File: config.mk
export PLATFORM = sky130hd
export DESIGN_NAME = wheel_quadrature_scaler_flat
export DESIGN_NICKNAME = d
export VERILOG_FILES = /design/src/design/wqs_pkg.sv /design/src/design/wqs_if.sv /design/src/design/wheel_quadrature_scaler.sv /design/src/flat_wrapper.sv
export SDC_FILE = /design/constraint.sdc
export NUM_CORES = 1
export LEC_CHECK = 0
export BUFFER_PORTS_ARGS = -buffer_cell sky130_fd_sc_hd__buf_2
export CORE_MARGIN = 2
export CORE_UTILIZATION = 50
export CTS_BUF_LIST = sky130_fd_sc_hd__clkbuf_2 sky130_fd_sc_hd__clkbuf_4 sky130_fd_sc_hd__clkbuf_8
export DETAILED_ROUTE_END_ITERATION = 16
export PLACE_DENSITY = 0.75
export SLEW_MARGIN = 15
export SYNTH_ARGS = -nofsm -noshare
export SYNTH_HDL_FRONTEND = slang
export SYNTH_SLANG_ARGS = --single-unit
export TNS_END_PERCENT = 100
File: constraint.sdc
create_clock -name clk -period 19.65 [get_ports clk]
set_input_delay 1.965 -clock clk [delete_from_list [all_inputs] [get_ports clk]]
set_output_delay 1.965 -clock clk [all_outputs]
set_load 0.05 [all_outputs]
File: src/design/wqs_pkg.sv
// package for the wheel quadrature scaler: widths, codes, reset values
// and the gray-sequence step functions; depends on nothing
`default_nettype none

package wqs_pkg;

  // field and state widths
  localparam int unsigned OpW     = 2;
  localparam int unsigned PinW    = 2;
  localparam int unsigned SensorW = 16;
  localparam int unsigned DeltaW  = 8;
  localparam int unsigned StepsW  = 11;
  localparam int unsigned DivW    = 7;
  localparam int unsigned AccW    = 18;
  localparam int unsigned CfgIdxW = 2;
  localparam int unsigned CfgDataW = StepsW;

  // shared divider: dividend, divisor and quotient magnitudes
  localparam int unsigned QuoW = AccW;
  localparam int unsigned CntW = $clog2(QuoW);

  // degrees added per quadrature step
  localparam logic signed [AccW:0] FullTurnDeg = (AccW + 1)'(360);

  // register reset values
  localparam logic [StepsW-1:0] StepsReset  = StepsW'(24);
  localparam logic [DivW-1:0]   DivReset    = DivW'(1);

  // item operation codes
  typedef enum logic [OpW-1:0] {
    OP_PIN_CHANGE = 2'd0,
    OP_RESYNC     = 2'd1,
    OP_SENSOR     = 2'd2,
    OP_UNUSED     = 2'd3
  } op_t;

  // configuration register indexes
  typedef enum logic [CfgIdxW-1:0] {
    CFG_STEPS_PER_TURN = 2'd0,
    CFG_VALUE_DIVIDER  = 2'd1,
    CFG_INVERT_AXIS    = 2'd2
  } cfg_idx_t;

  // next entry of the sequence 00,10,11,01 (B A)
  function automatic logic [PinW-1:0] gray_fwd(input logic [PinW-1:0] p);
    logic [PinW-1:0] r;
    unique case (p)
      2'b00: r = 2'b10;
      2'b10: r = 2'b11;
      2'b11: r = 2'b01;
      2'b01: r = 2'b00;
      default: r = 2'b00;
    endcase
    return r;
  endfunction

  // previous entry, wrapping from 00 back to 01
  function automatic logic [PinW-1:0] gray_back(input logic [PinW-1:0] p);
    logic [PinW-1:0] r;
    unique case (p)
      2'b00: r = 2'b01;
      2'b10: r = 2'b00;
      2'b11: r = 2'b10;
      2'b01: r = 2'b11;
      default: r = 2'b00;
    endcase
    return r;
  endfunction

endpackage

`default_nettype wire

File: src/design/wqs_if.sv
// item channels of the wheel quadrature scaler: input and result interfaces
// depends on wqs_pkg for field widths
`default_nettype none

interface wqs_in_if;
  logic                                   valid;
  logic                                   ready;
  logic [wqs_pkg::OpW-1:0]                operation;
  logic [wqs_pkg::PinW-1:0]               pin_levels;
  logic [wqs_pkg::PinW-1:0]               changed_pins;
  logic signed [wqs_pkg::SensorW-1:0]     sensor_rotation;

  modport source (output valid, operation, pin_levels, changed_pins, sensor_rotation,
                  input ready);
  modport sink   (input valid, operation, pin_levels, changed_pins, sensor_rotation,
                  output ready);
endinterface

interface wqs_out_if;
  logic                                 valid;
  logic                                 ready;
  logic signed [wqs_pkg::DeltaW-1:0]    wheel_delta;

  modport source (output valid, wheel_delta, input ready);
  modport sink   (input valid, wheel_delta, output ready);
endinterface

`default_nettype wire

File: src/design/wheel_quadrature_scaler.sv
// top level of the wheel quadrature scaler: x4 decoder, accumulator and
// a shared serial divider; depends on wqs_pkg and the wqs_in_if/wqs_out_if channels
`default_nettype none

// A pin-change item advances a 4x quadrature decoder and adds or subtracts 360
// to an 18-bit angle accumulator; once its magnitude reaches steps_per_turn times
// value_divider a turn count is split off and reported as one wheel_delta item.
// A sensor item reports its rotation value scaled by value_divider. Both divisions
// run on one restoring divider, one quotient bit per cycle. A reporting pin-change
// item passes S_CHECK, S_DIV and S_DONE, a sensor item S_DIV and S_DONE; S_DONE
// waits while an earlier result is untaken, and items are taken only in S_IDLE.
// A pin-change item that reports nothing passes S_CHECK at most and a resync item
// is done on acceptance. The block takes one item at a time; a finished result
// waits in an output register and the next item is accepted meanwhile.
module wheel_quadrature_scaler (
  input  wire logic                          clk,
  input  wire logic                          rst,
  input  wire logic                          cfg_we,
  input  wire logic [wqs_pkg::CfgIdxW-1:0]   cfg_index,
  input  wire logic [wqs_pkg::CfgDataW-1:0]  cfg_data,
  wqs_in_if.sink                             din,
  wqs_out_if.source                          dout
);

  localparam int unsigned AccW   = wqs_pkg::AccW;
  localparam int unsigned QuoW   = wqs_pkg::QuoW;
  localparam int unsigned CntW   = wqs_pkg::CntW;
  localparam int unsigned DeltaW = wqs_pkg::DeltaW;
  localparam int unsigned StepsW = wqs_pkg::StepsW;
  localparam int unsigned DivW   = wqs_pkg::DivW;
  localparam int unsigned PinW   = wqs_pkg::PinW;
  localparam int unsigned SensorW = wqs_pkg::SensorW;

  localparam logic [CntW-1:0] LastIter = CntW'(QuoW - 1);
  localparam logic signed [AccW-1:0] AccMax = {1'b0, {(AccW-1){1'b1}}};
  localparam logic signed [AccW-1:0] AccMin = {1'b1, {(AccW-1){1'b0}}};
  localparam logic [QuoW-1:0] PosLimit = QuoW'(127);
  localparam logic [QuoW-1:0] NegLimit = QuoW'(128);
  localparam logic [DeltaW-1:0] DeltaMax = {1'b0, {(DeltaW-1){1'b1}}};
  localparam logic [DeltaW-1:0] DeltaMin = {1'b1, {(DeltaW-1){1'b0}}};

  typedef enum logic [1:0] {
    S_IDLE,
    S_CHECK,
    S_DIV,
    S_DONE
  } state_t;

  // configuration
  logic [StepsW-1:0]          steps_per_turn;
  logic [DivW-1:0]            value_divider;
  logic                       invert_axis;

  // block state
  state_t                     state;
  logic [PinW-1:0]            pin_pair;
  logic signed [AccW-1:0]     angle_accumulator;

  // divider and item context
  logic [AccW-1:0]            div_rem;
  logic [QuoW-1:0]            div_quo;
  logic [AccW-1:0]            div_den;
  logic [CntW-1:0]            div_cnt;
  logic                       is_pin;
  logic                       neg_acc;
  logic                       neg_out;

  // result register
  logic                       out_valid;
  logic [DeltaW-1:0]          out_delta;

  // combinational terms
  logic [StepsW-1:0]          steps_eff;
  logic [DivW-1:0]            div_eff;
  logic [AccW-1:0]            threshold;
  logic [PinW-1:0]            pin_next;
  logic                       step_fwd;
  logic                       step_back;
  logic signed [AccW:0]       acc_sum;
  logic signed [AccW-1:0]     acc_sat;
  logic [AccW-1:0]            acc_mag;
  logic                       sensor_neg;
  logic [AccW-1:0]            sensor_mag;
  logic [AccW:0]              rem_shift;
  logic                       rem_ge;
  logic [AccW-1:0]            rem_next;
  logic [DeltaW-1:0]          delta_sat;
  logic                       in_fire;
  logic                       out_free;

  assign in_fire  = din.valid && din.ready;
  assign out_free = !out_valid || dout.ready;

  assign din.ready        = (state == S_IDLE);
  assign dout.valid       = out_valid;
  assign dout.wheel_delta = out_delta;

  // zero-valued registers act as one
  assign steps_eff = (steps_per_turn == '0) ? StepsW'(1) : steps_per_turn;
  assign div_eff   = (value_divider == '0) ? DivW'(1) : value_divider;
  assign threshold = AccW'(AccW'(steps_eff) * AccW'(div_eff));

  // quadrature step detection
  always_comb begin
    pin_next  = (din.pin_levels & din.changed_pins) | (pin_pair & ~din.changed_pins);
    step_fwd  = (pin_next == wqs_pkg::gray_fwd(pin_pair));
    step_back = (pin_next == wqs_pkg::gray_back(pin_pair));
  end

  // accumulator step with saturation to the signed range
  always_comb begin
    acc_sum = {angle_accumulator[AccW-1], angle_accumulator}
              + (step_fwd ? wqs_pkg::FullTurnDeg : -wqs_pkg::FullTurnDeg);
    if (acc_sum[AccW] != acc_sum[AccW-1]) begin
      acc_sat = acc_sum[AccW] ? AccMin : AccMax;
    end else begin
      acc_sat = acc_sum[AccW-1:0];
    end
  end

  // magnitudes fed to the divider
  assign acc_mag    = angle_accumulator[AccW-1] ? AccW'(-angle_accumulator)
                                                : AccW'(angle_accumulator);
  assign sensor_neg = din.sensor_rotation[SensorW-1];
  assign sensor_mag = sensor_neg ? AccW'(-(AccW'(signed'(din.sensor_rotation))))
                                 : AccW'(din.sensor_rotation);

  // one restoring divider step
  always_comb begin
    rem_shift = {div_rem, div_quo[QuoW-1]};
    rem_ge    = (rem_shift >= {1'b0, div_den});
    rem_next  = rem_ge ? AccW'(rem_shift - {1'b0, div_den}) : rem_shift[AccW-1:0];
  end

  // signed, saturated report from the quotient magnitude
  always_comb begin
    if (neg_out) begin
      delta_sat = (div_quo > NegLimit) ? DeltaMin : DeltaW'(-div_quo[DeltaW-1:0]);
    end else begin
      delta_sat = (div_quo > PosLimit) ? DeltaMax : div_quo[DeltaW-1:0];
    end
  end

  // sequencer, state and registered outputs
  always_ff @(posedge clk) begin
    if (rst) begin
      state             <= S_IDLE;
      steps_per_turn    <= wqs_pkg::StepsReset;
      value_divider     <= wqs_pkg::DivReset;
      invert_axis       <= 1'b0;
      pin_pair          <= '0;
      angle_accumulator <= '0;
      out_valid         <= 1'b0;
    end else begin
      // configuration writes
      if (cfg_we) begin
        unique case (cfg_index)
          wqs_pkg::CFG_STEPS_PER_TURN: steps_per_turn <= cfg_data;
          wqs_pkg::CFG_VALUE_DIVIDER:  value_divider  <= cfg_data[DivW-1:0];
          wqs_pkg::CFG_INVERT_AXIS:    invert_axis    <= cfg_data[0];
          default: ;
        endcase
      end

      // a taken result clears, unless a new one is loaded in the same cycle
      if (out_valid && dout.ready && state != S_DONE) begin
        out_valid <= 1'b0;
      end

      unique case (state)
        S_IDLE: begin
          if (in_fire) begin
            unique case (din.operation)
              wqs_pkg::OP_PIN_CHANGE: begin
                pin_pair <= pin_next;
                if (step_fwd || step_back) begin
                  angle_accumulator <= acc_sat;
                  state             <= S_CHECK;
                end
              end
              wqs_pkg::OP_RESYNC: begin
                pin_pair <= din.pin_levels;
              end
              wqs_pkg::OP_SENSOR: begin
                is_pin  <= 1'b0;
                neg_out <= sensor_neg ^ !invert_axis;
                div_rem <= '0;
                div_quo <= sensor_mag;
                div_den <= AccW'(div_eff);
                div_cnt <= '0;
                state   <= S_DIV;
              end
              default: ;
            endcase
          end
        end
        S_CHECK: begin
          if (acc_mag >= threshold) begin
            is_pin  <= 1'b1;
            neg_acc <= angle_accumulator[AccW-1];
            neg_out <= angle_accumulator[AccW-1] ^ !invert_axis;
            div_rem <= '0;
            div_quo <= acc_mag;
            div_den <= threshold;
            div_cnt <= '0;
            state   <= S_DIV;
          end else begin
            state <= S_IDLE;
          end
        end
        S_DIV: begin
          div_rem <= rem_next;
          div_quo <= {div_quo[QuoW-2:0], rem_ge};
          div_cnt <= div_cnt + CntW'(1);
          if (div_cnt == LastIter) begin
            state <= S_DONE;
          end
        end
        S_DONE: begin
          if (out_free) begin
            if (is_pin) begin
              angle_accumulator <= neg_acc ? AccW'(-div_rem) : AccW'(div_rem);
            end
            out_delta <= delta_sat;
            out_valid <= 1'b1;
            state     <= S_IDLE;
          end
        end
        default: state <= S_IDLE;
      endcase
    end
  end

endmodule

`default_nettype wire

File: src/flat_wrapper.sv
// flat-port wrapper written by rule: the top's interface ports become plain ports
module wheel_quadrature_scaler_flat 
  (clk, rst, cfg_we, cfg_index, cfg_data, din_valid, din_operation, din_pin_levels, din_changed_pins, din_sensor_rotation, din_ready, dout_valid, dout_wheel_delta, dout_ready);
  wqs_in_if din_i ();
  wqs_out_if dout_i ();
  input  wire logic clk;
  input  wire logic rst;
  input  wire logic cfg_we;
  input  wire logic [wqs_pkg::CfgIdxW-1:0] cfg_index;
  input  wire logic [wqs_pkg::CfgDataW-1:0] cfg_data;
  input wire logic [$bits(din_i.valid)-1:0] din_valid;
  input wire logic [$bits(din_i.operation)-1:0] din_operation;
  input wire logic [$bits(din_i.pin_levels)-1:0] din_pin_levels;
  input wire logic [$bits(din_i.changed_pins)-1:0] din_changed_pins;
  input wire logic [$bits(din_i.sensor_rotation)-1:0] din_sensor_rotation;
  output wire logic [$bits(din_i.ready)-1:0] din_ready;
  output wire logic [$bits(dout_i.valid)-1:0] dout_valid;
  output wire logic [$bits(dout_i.wheel_delta)-1:0] dout_wheel_delta;
  input wire logic [$bits(dout_i.ready)-1:0] dout_ready;
  assign din_i.valid = din_valid;
  assign din_i.operation = din_operation;
  assign din_i.pin_levels = din_pin_levels;
  assign din_i.changed_pins = din_changed_pins;
  assign din_i.sensor_rotation = din_sensor_rotation;
  assign din_ready = din_i.ready;
  assign dout_valid = dout_i.valid;
  assign dout_wheel_delta = dout_i.wheel_delta;
  assign dout_i.ready = dout_ready;
  wheel_quadrature_scaler u_core (.clk(clk), .rst(rst), .cfg_we(cfg_we), .cfg_index(cfg_index), .cfg_data(cfg_data), .din(din_i), .dout(dout_i));
endmodule
Word level (Yosys, flattened, before mapping)
Index checks and enable logic that the tools add are counted.
{"block": "classes", "n_addsub": 7, "multipliers": 1, "n_div": 0, "magnitude_cmp": 4, "eq_ne": 25, "shifts": 0, "n_mux": 55, "n_bitwise": 7, "n_reduce_logical": 27}
{"op": "18-bit 2-to-1 mux", "count": 20}
{"op": "18-bit one-hot mux with 3 select lines", "count": 2}
{"op": "18-bit one-hot mux with 2 select lines", "count": 2}
{"op": "18-bit negation", "count": 2}
{"op": "8-bit 2-to-1 mux", "count": 3}
{"op": "2-bit one-hot mux with 4 select lines", "count": 3}
{"op": "19-bit adder", "count": 1}
{"op": "19-bit by 18-bit >= comparator with 1-bit output", "count": 1}
{"op": "19-bit 2-to-1 mux", "count": 1}
{"op": "18-bit >= comparator", "count": 1}
{"op": "18-bit by 7-bit greater-than comparator with 1-bit output, second input constant", "count": 1}
{"op": "18-bit by 8-bit greater-than comparator with 1-bit output, second input constant", "count": 1}
{"op": "11-bit by 7-bit multiplier with 18-bit output", "count": 1}
{"op": "16-bit negation with 18-bit output", "count": 1}
{"op": "18-bit subtractor", "count": 1}
{"op": "5-bit 2-to-1 mux", "count": 3}
{"op": "5-bit one-hot mux with 3 select lines", "count": 1}
{"op": "5-bit AND reduction", "count": 3}
{"op": "2-bit == test, second input constant", "count": 6}
{"op": "11-bit logical NOT", "count": 1}
{"op": "11-bit 2-to-1 mux", "count": 1}
{"op": "2-bit 2-to-1 mux", "count": 5}
{"op": "2-bit != test, second input constant", "count": 5}
{"op": "1-bit 2-to-1 mux", "count": 9}
{"op": "26 further kinds", "count": 51}
{"block": "word_totals", "ff_bits": 112, "latchBits": 0, "mem_bits_rw": 0, "mem_bits_ro": 0, "input_bits": 40, "memories": 0}

Logic depth before layout (Yosys ltp)
{"block": "logic_depth", "depth_word": 12, "depth_mapped": 27, "depth_no_buf": 26}

Worst setup path after synthesis
OpenSTA, ideal clock, no wires.
{"block": "synth_path", "path_kind": "flip-flop to flip-flop", "startpoint": "reg u_core.steps_per_turn[10]", "endpoint": "reg u_core.div_cnt[0] (enable)", "setup_ns": 0.506, "t_arrival_ns": 8.726, "t_required_ns": 19.144, "setup_slack_ns": 10.417, "stages_incl_launch_ff": 25, "path_buffers": 1, "synth_period_minus_slack_ns": 9.233, "path_cell_list": "dfxtp_1 -> clkbuf_1 -> nor4_1 -> a31oi_1 -> nand2b_1 -> fa_1 -> fa_1 -> inv_1 -> fa_1 -> inv_1 -> fa_1 -> inv_1 -> ha_1 -> inv_1 -> a21oi_1 -> or2_2 -> a221o_1 -> a311oi_1 -> xor2_1 -> ha_1 -> and3_1 -> o21ai_0 -> nand2_1 -> nand2_1 -> a221oi_1"}
{"block": "synth_between", "elab_chain_cells": 6}
{"element": "start: declaration", "line_no": "wheel_quadrature_scaler.sv:50", "rtl": "logic [StepsW-1:0] steps_per_turn;"}
{"element": "start signal: assignment", "line_no": "wheel_quadrature_scaler.sv:148", "rtl": "steps_per_turn <= wqs_pkg::StepsReset;"}
{"element": "start signal: assignment", "line_no": "wheel_quadrature_scaler.sv:158", "rtl": "wqs_pkg::CFG_STEPS_PER_TURN: steps_per_turn <= cfg_data;"}
{"element": "11-bit logical NOT", "line_no": "wheel_quadrature_scaler.sv:99", "rtl": "assign steps_eff = (steps_per_turn == '0) ? StepsW'(1) : steps_per_turn;"}
{"element": "11-bit 2-to-1 mux (*)", "line_no": "wheel_quadrature_scaler.sv:99"}
{"element": "11-bit by 7-bit multiplier with 18-bit output (*)", "line_no": "wheel_quadrature_scaler.sv:101", "rtl": "assign threshold = AccW'(AccW'(steps_eff) * AccW'(div_eff));"}
{"element": "18-bit >= comparator (*)", "line_no": "wheel_quadrature_scaler.sv:198", "rtl": "if (acc_mag >= threshold) begin"}
{"element": "2-bit by 1-bit != test with 1-bit output (no source line) (*)"}
{"element": "5-bit AND reduction (no source line) (*)"}
{"element": "end signal: assignment", "line_no": "wheel_quadrature_scaler.sv:214", "rtl": "div_cnt <= div_cnt + CntW'(1);"}
{"element": "end: declaration", "line_no": "wheel_quadrature_scaler.sv:63", "rtl": "logic [CntW-1:0] div_cnt;"}
Every way passes the cells marked *; elsewhere a longest branch is shown, timed or not.
A chain may end at the register's enable or synchronous reset.

Worst setup path after layout
{"block": "layout_path", "startpoint": "reg u_core.steps_per_turn[9]", "endpoint": "reg u_core.div_rem[5] (enable)"}
{"block": "layout_between", "elab_chain_cells": 6}
{"element": "11-bit logical NOT", "line_no": "wheel_quadrature_scaler.sv:99"}
{"element": "11-bit 2-to-1 mux (*)", "line_no": "wheel_quadrature_scaler.sv:99"}
{"element": "11-bit by 7-bit multiplier with 18-bit output (*)", "line_no": "wheel_quadrature_scaler.sv:101"}
{"element": "18-bit >= comparator (*)", "line_no": "wheel_quadrature_scaler.sv:198"}
{"element": "2-bit by 1-bit != test with 1-bit output (no source line) (*)"}
{"element": "5-bit AND reduction (no source line) (*)"}
{"element": "end signal: assignment", "line_no": "wheel_quadrature_scaler.sv:212", "rtl": "div_rem <= rem_next;"}
{"element": "end: declaration", "line_no": "wheel_quadrature_scaler.sv:60", "rtl": "logic [AccW-1:0] div_rem;"}
Marks and branches as above.

==> results.yml <==
power_and_ir_drop:
  p_leak_uw: 0.004920
  powerDensity_nw_per_um2: 121.4
  vdd_drop_max_mv: 0.1047
  power.total_uw: 1392
layout:
  drive_gt1_share_pct: 7.826
  fillers: 1951
  antenna_cells: 0
  final_util_pct: 54.37
  nets: 1443
  area_growth_pct: 6.213
die:
  pin_count: 50
  dieArea_um2: 22780
  core_um2: 21090
  start_util_pct: 51.19
  die_w_um: 150.9
  die_y_um: 150.9
  rows: 53
placement:
  place.gp.congestion: 0.9045
  port-buffer-count: 49
  hpwl_um: 20920
sta:
  whs_ns: 0.4724
  worstMarginPinSlew_ns: 1.113
  finalCritPeriodShare_pct: 37.75
  fin_skew_ns: 0.01361
  setup_viol: 0
  rsz0062_at_grt: "no"
  min_period_ns: 7.418
  final.setup.tns_ns: 0
  max_slew_margin_pct: 25.23
  hold_viol_final: 0
  maxSlewViolCount: 0
  fmax_ghz: 0.1348
synth:
  syn-cell-area_um2: 10790
  synth_nets: 1428
  syn_avg_cell_area_um2: 8.670
  yosysWarnings: 0
  synth_seq_cells: 112
  yosysSeqAreaShare_pct: 27.26
  ys_async_sr_fraction_pct: 0
  synthFlopType: "edfxtp_1"
  synth-edff-count: 70
  synth_cell_type_count: 72
  netlist_instances: 1245
clocking:
  cts_buffers: 9
  cts_tree: "yes"
  cts.path.max_buffers: 2
  clk_pin_slew_ns: 0.11
  hold_buffers: 0
  cts_sinks: 112
  cts_resized: 0
  cts_max_level: 3
  clock_latency_ns: 0.40
  clock-root-buffer: "clkbuf_8"
  postCtsSetupRepairBufs: 0
route:
  firstDrtPassIters: 5
  avgViaCountPerCell: 5.910
  drtAntennaViolNets: 0
  num_vias: 9101
  drc_errors: 0
  wl_per_cell_um: 17.35
  postRouteWirelength_um: 26710
  drt_iter0_markers: 702
min_path:
  min_path_type: "register to register"
setup_path:
  endpoint_kind: "register"
  worstPathArrival_ns: 7.46
  crit_type: "register to register"
  cp-start-kind: "register"
  crit_fanout: 41
  cp_data_required_time_ns: 19.69
global_routing:
  grt_pass1_wl_um: 43480
  grt_pass1_vias: 8635
  antenna_found_initial: 0
  grt_max_degree: 48
  grt_overflow: 0
  grtUsageTotal_pct: 24.18
flow_run:
  drv_cap: 0
status:
  status: "finished, final reports clean"
[power by group]
part           internal, uW  switching (uW)
logic                   346             525
clock network          59.5            86.0
registers               309            66.5
[kinds of logic (layout without fill, tap and decap cells)]
group	after synthesis	count (layout)	synth area share (%)
mux	28	28	2.631
simple gates	429	429	19.87
fa+ha+maj	143	143	19.78
xor+xnor	85	85	6.897
buf+inv	152	172	5.320
compound gates	296	296	18.24
flops	112	112	27.26
[synthesized netlist by cell type, drive strengths merged (42+ instances only)]
| library cell | number | area [um^2] |
|---|---|---|
| nand2 | 114 | 430.4 |
| nor2 | 107 | 401.6 |
| ha | 97 | 1214 |
| inv | 97 | 364.1 |
| a21oi | 79 | 395.4 |
| edfxtp | 70 | 2102 |
| and2 | 60 | 375.4 |
| xnor2 | 56 | 490.5 |
| o21ai | 51 | 255.2 |
| fa | 46 | 920.9 |
| clkbuf | 45 | 168.9 |
| dfxtp | 42 | 840.8 |
[metal layers]
metal / track usage [%] / routed length, um / up-vias
li1: - / - / 4439
met1: 34.02 / 12100 / 4367
met2: 39.20 / 12480 / 264
met3: 3.584 / 1697 / 31
met4: 6.215 / 432 / 0
met5: 0 / 0 / -
[through the flow]
step | setup slack [ns] | instances | instance area (um^2)
after floorplan | 10.42 | 1245 | 10790
after global placement | 12.54 | 1523 | 11260
after detailed placement | 12.29 | 1524 | 11260
after CTS | 12.25 | 1540 | 11460
after global routing | 11.84 | 1540 | 11460
final | 12.23 | 1540 | 11460
[layout make-up]
class                   count  area [um^2]  share of cell area [%]
clock buffers               9        123.9                   1.080
clock inverters             7        68.82                  0.6002
inverters                  99        371.6                   3.241
multi-input cells         981         7308                   63.75
flip-flops and latches    112         2943                   25.67
well taps                 275        344.1                   3.001
repair buffers             57        305.3                   2.663
[state kept, by name, indices dropped and copies added (netlist names), 2 cells and up]
| name | cells |
|---|---|
| u_core.angle_accumulator | 18 |
| u_core.div_cnt | 5 |
| u_core.div_den | 18 |
| u_core.div_quo | 18 |
| u_core.div_rem | 18 |
| u_core.dout.wheel_delta | 8 |
| u_core.pin_pair | 2 |
| u_core.state | 2 |
| u_core.steps_per_turn | 11 |
| u_core.value_divider | 7 |
[cells in the final DEF, fill, tap and decap left out, types with 21 or more instances in the layout]
cell | netlist | routed
a21o_1 | 21 | 21
a21oi_1 | 79 | 79
and2_1 | 59 | 59
buf_2 | 3 | 49
dfxtp_1 | 42 | 42
edfxtp_1 | 70 | 70
fa_1 | 46 | 46
ha_1 | 97 | 96
inv_1 | 97 | 97
mux2i_1 | 25 | 25
nand2_1 | 113 | 113
nand3_1 | 22 | 22
nor2_1 | 107 | 107
nor3_1 | 22 | 22
o21ai_0 | 46 | 46
xnor2_1 | 56 | 56
xor2_1 | 29 | 29
[worst max-delay path: stages (launching register included)]
cell and delay, ns:
dfxtp_1 0.52, nor4_1 0.10, a31oi_1 0.57, nand2b_1 0.22, fa_1 0.43, fa_1 0.55, inv_1 0.05, fa_1 0.52
inv_1 0.05, fa_1 0.53, inv_1 0.04, ha_1 0.36, inv_1 0.10, a21oi_1 0.06, or2_2 0.31, a221o_1 0.37
a311oi_1 0.48, xor2_1 0.13, ha_1 0.33, and3_1 0.15, o21ai_0 0.09, nand2_1 0.11, nand2_1 0.13, a221oi_4 0.31
buf_4 0.52
[final timing paths]
check,startpoint,end,slack (ns),cells after the start
hold reg to reg,u_core.steps_per_turn[0],u_core.steps_per_turn[0],0.47,2
hold / removal,u_core.steps_per_turn[0],u_core.steps_per_turn[0],0.47,2
setup reg to reg,u_core.steps_per_turn[9],u_core.div_rem[5],12.23,24
setup / recovery,u_core.steps_per_turn[9],u_core.div_rem[5],12.23,24
No activity file was read; power rests on OpenSTA's default activity.
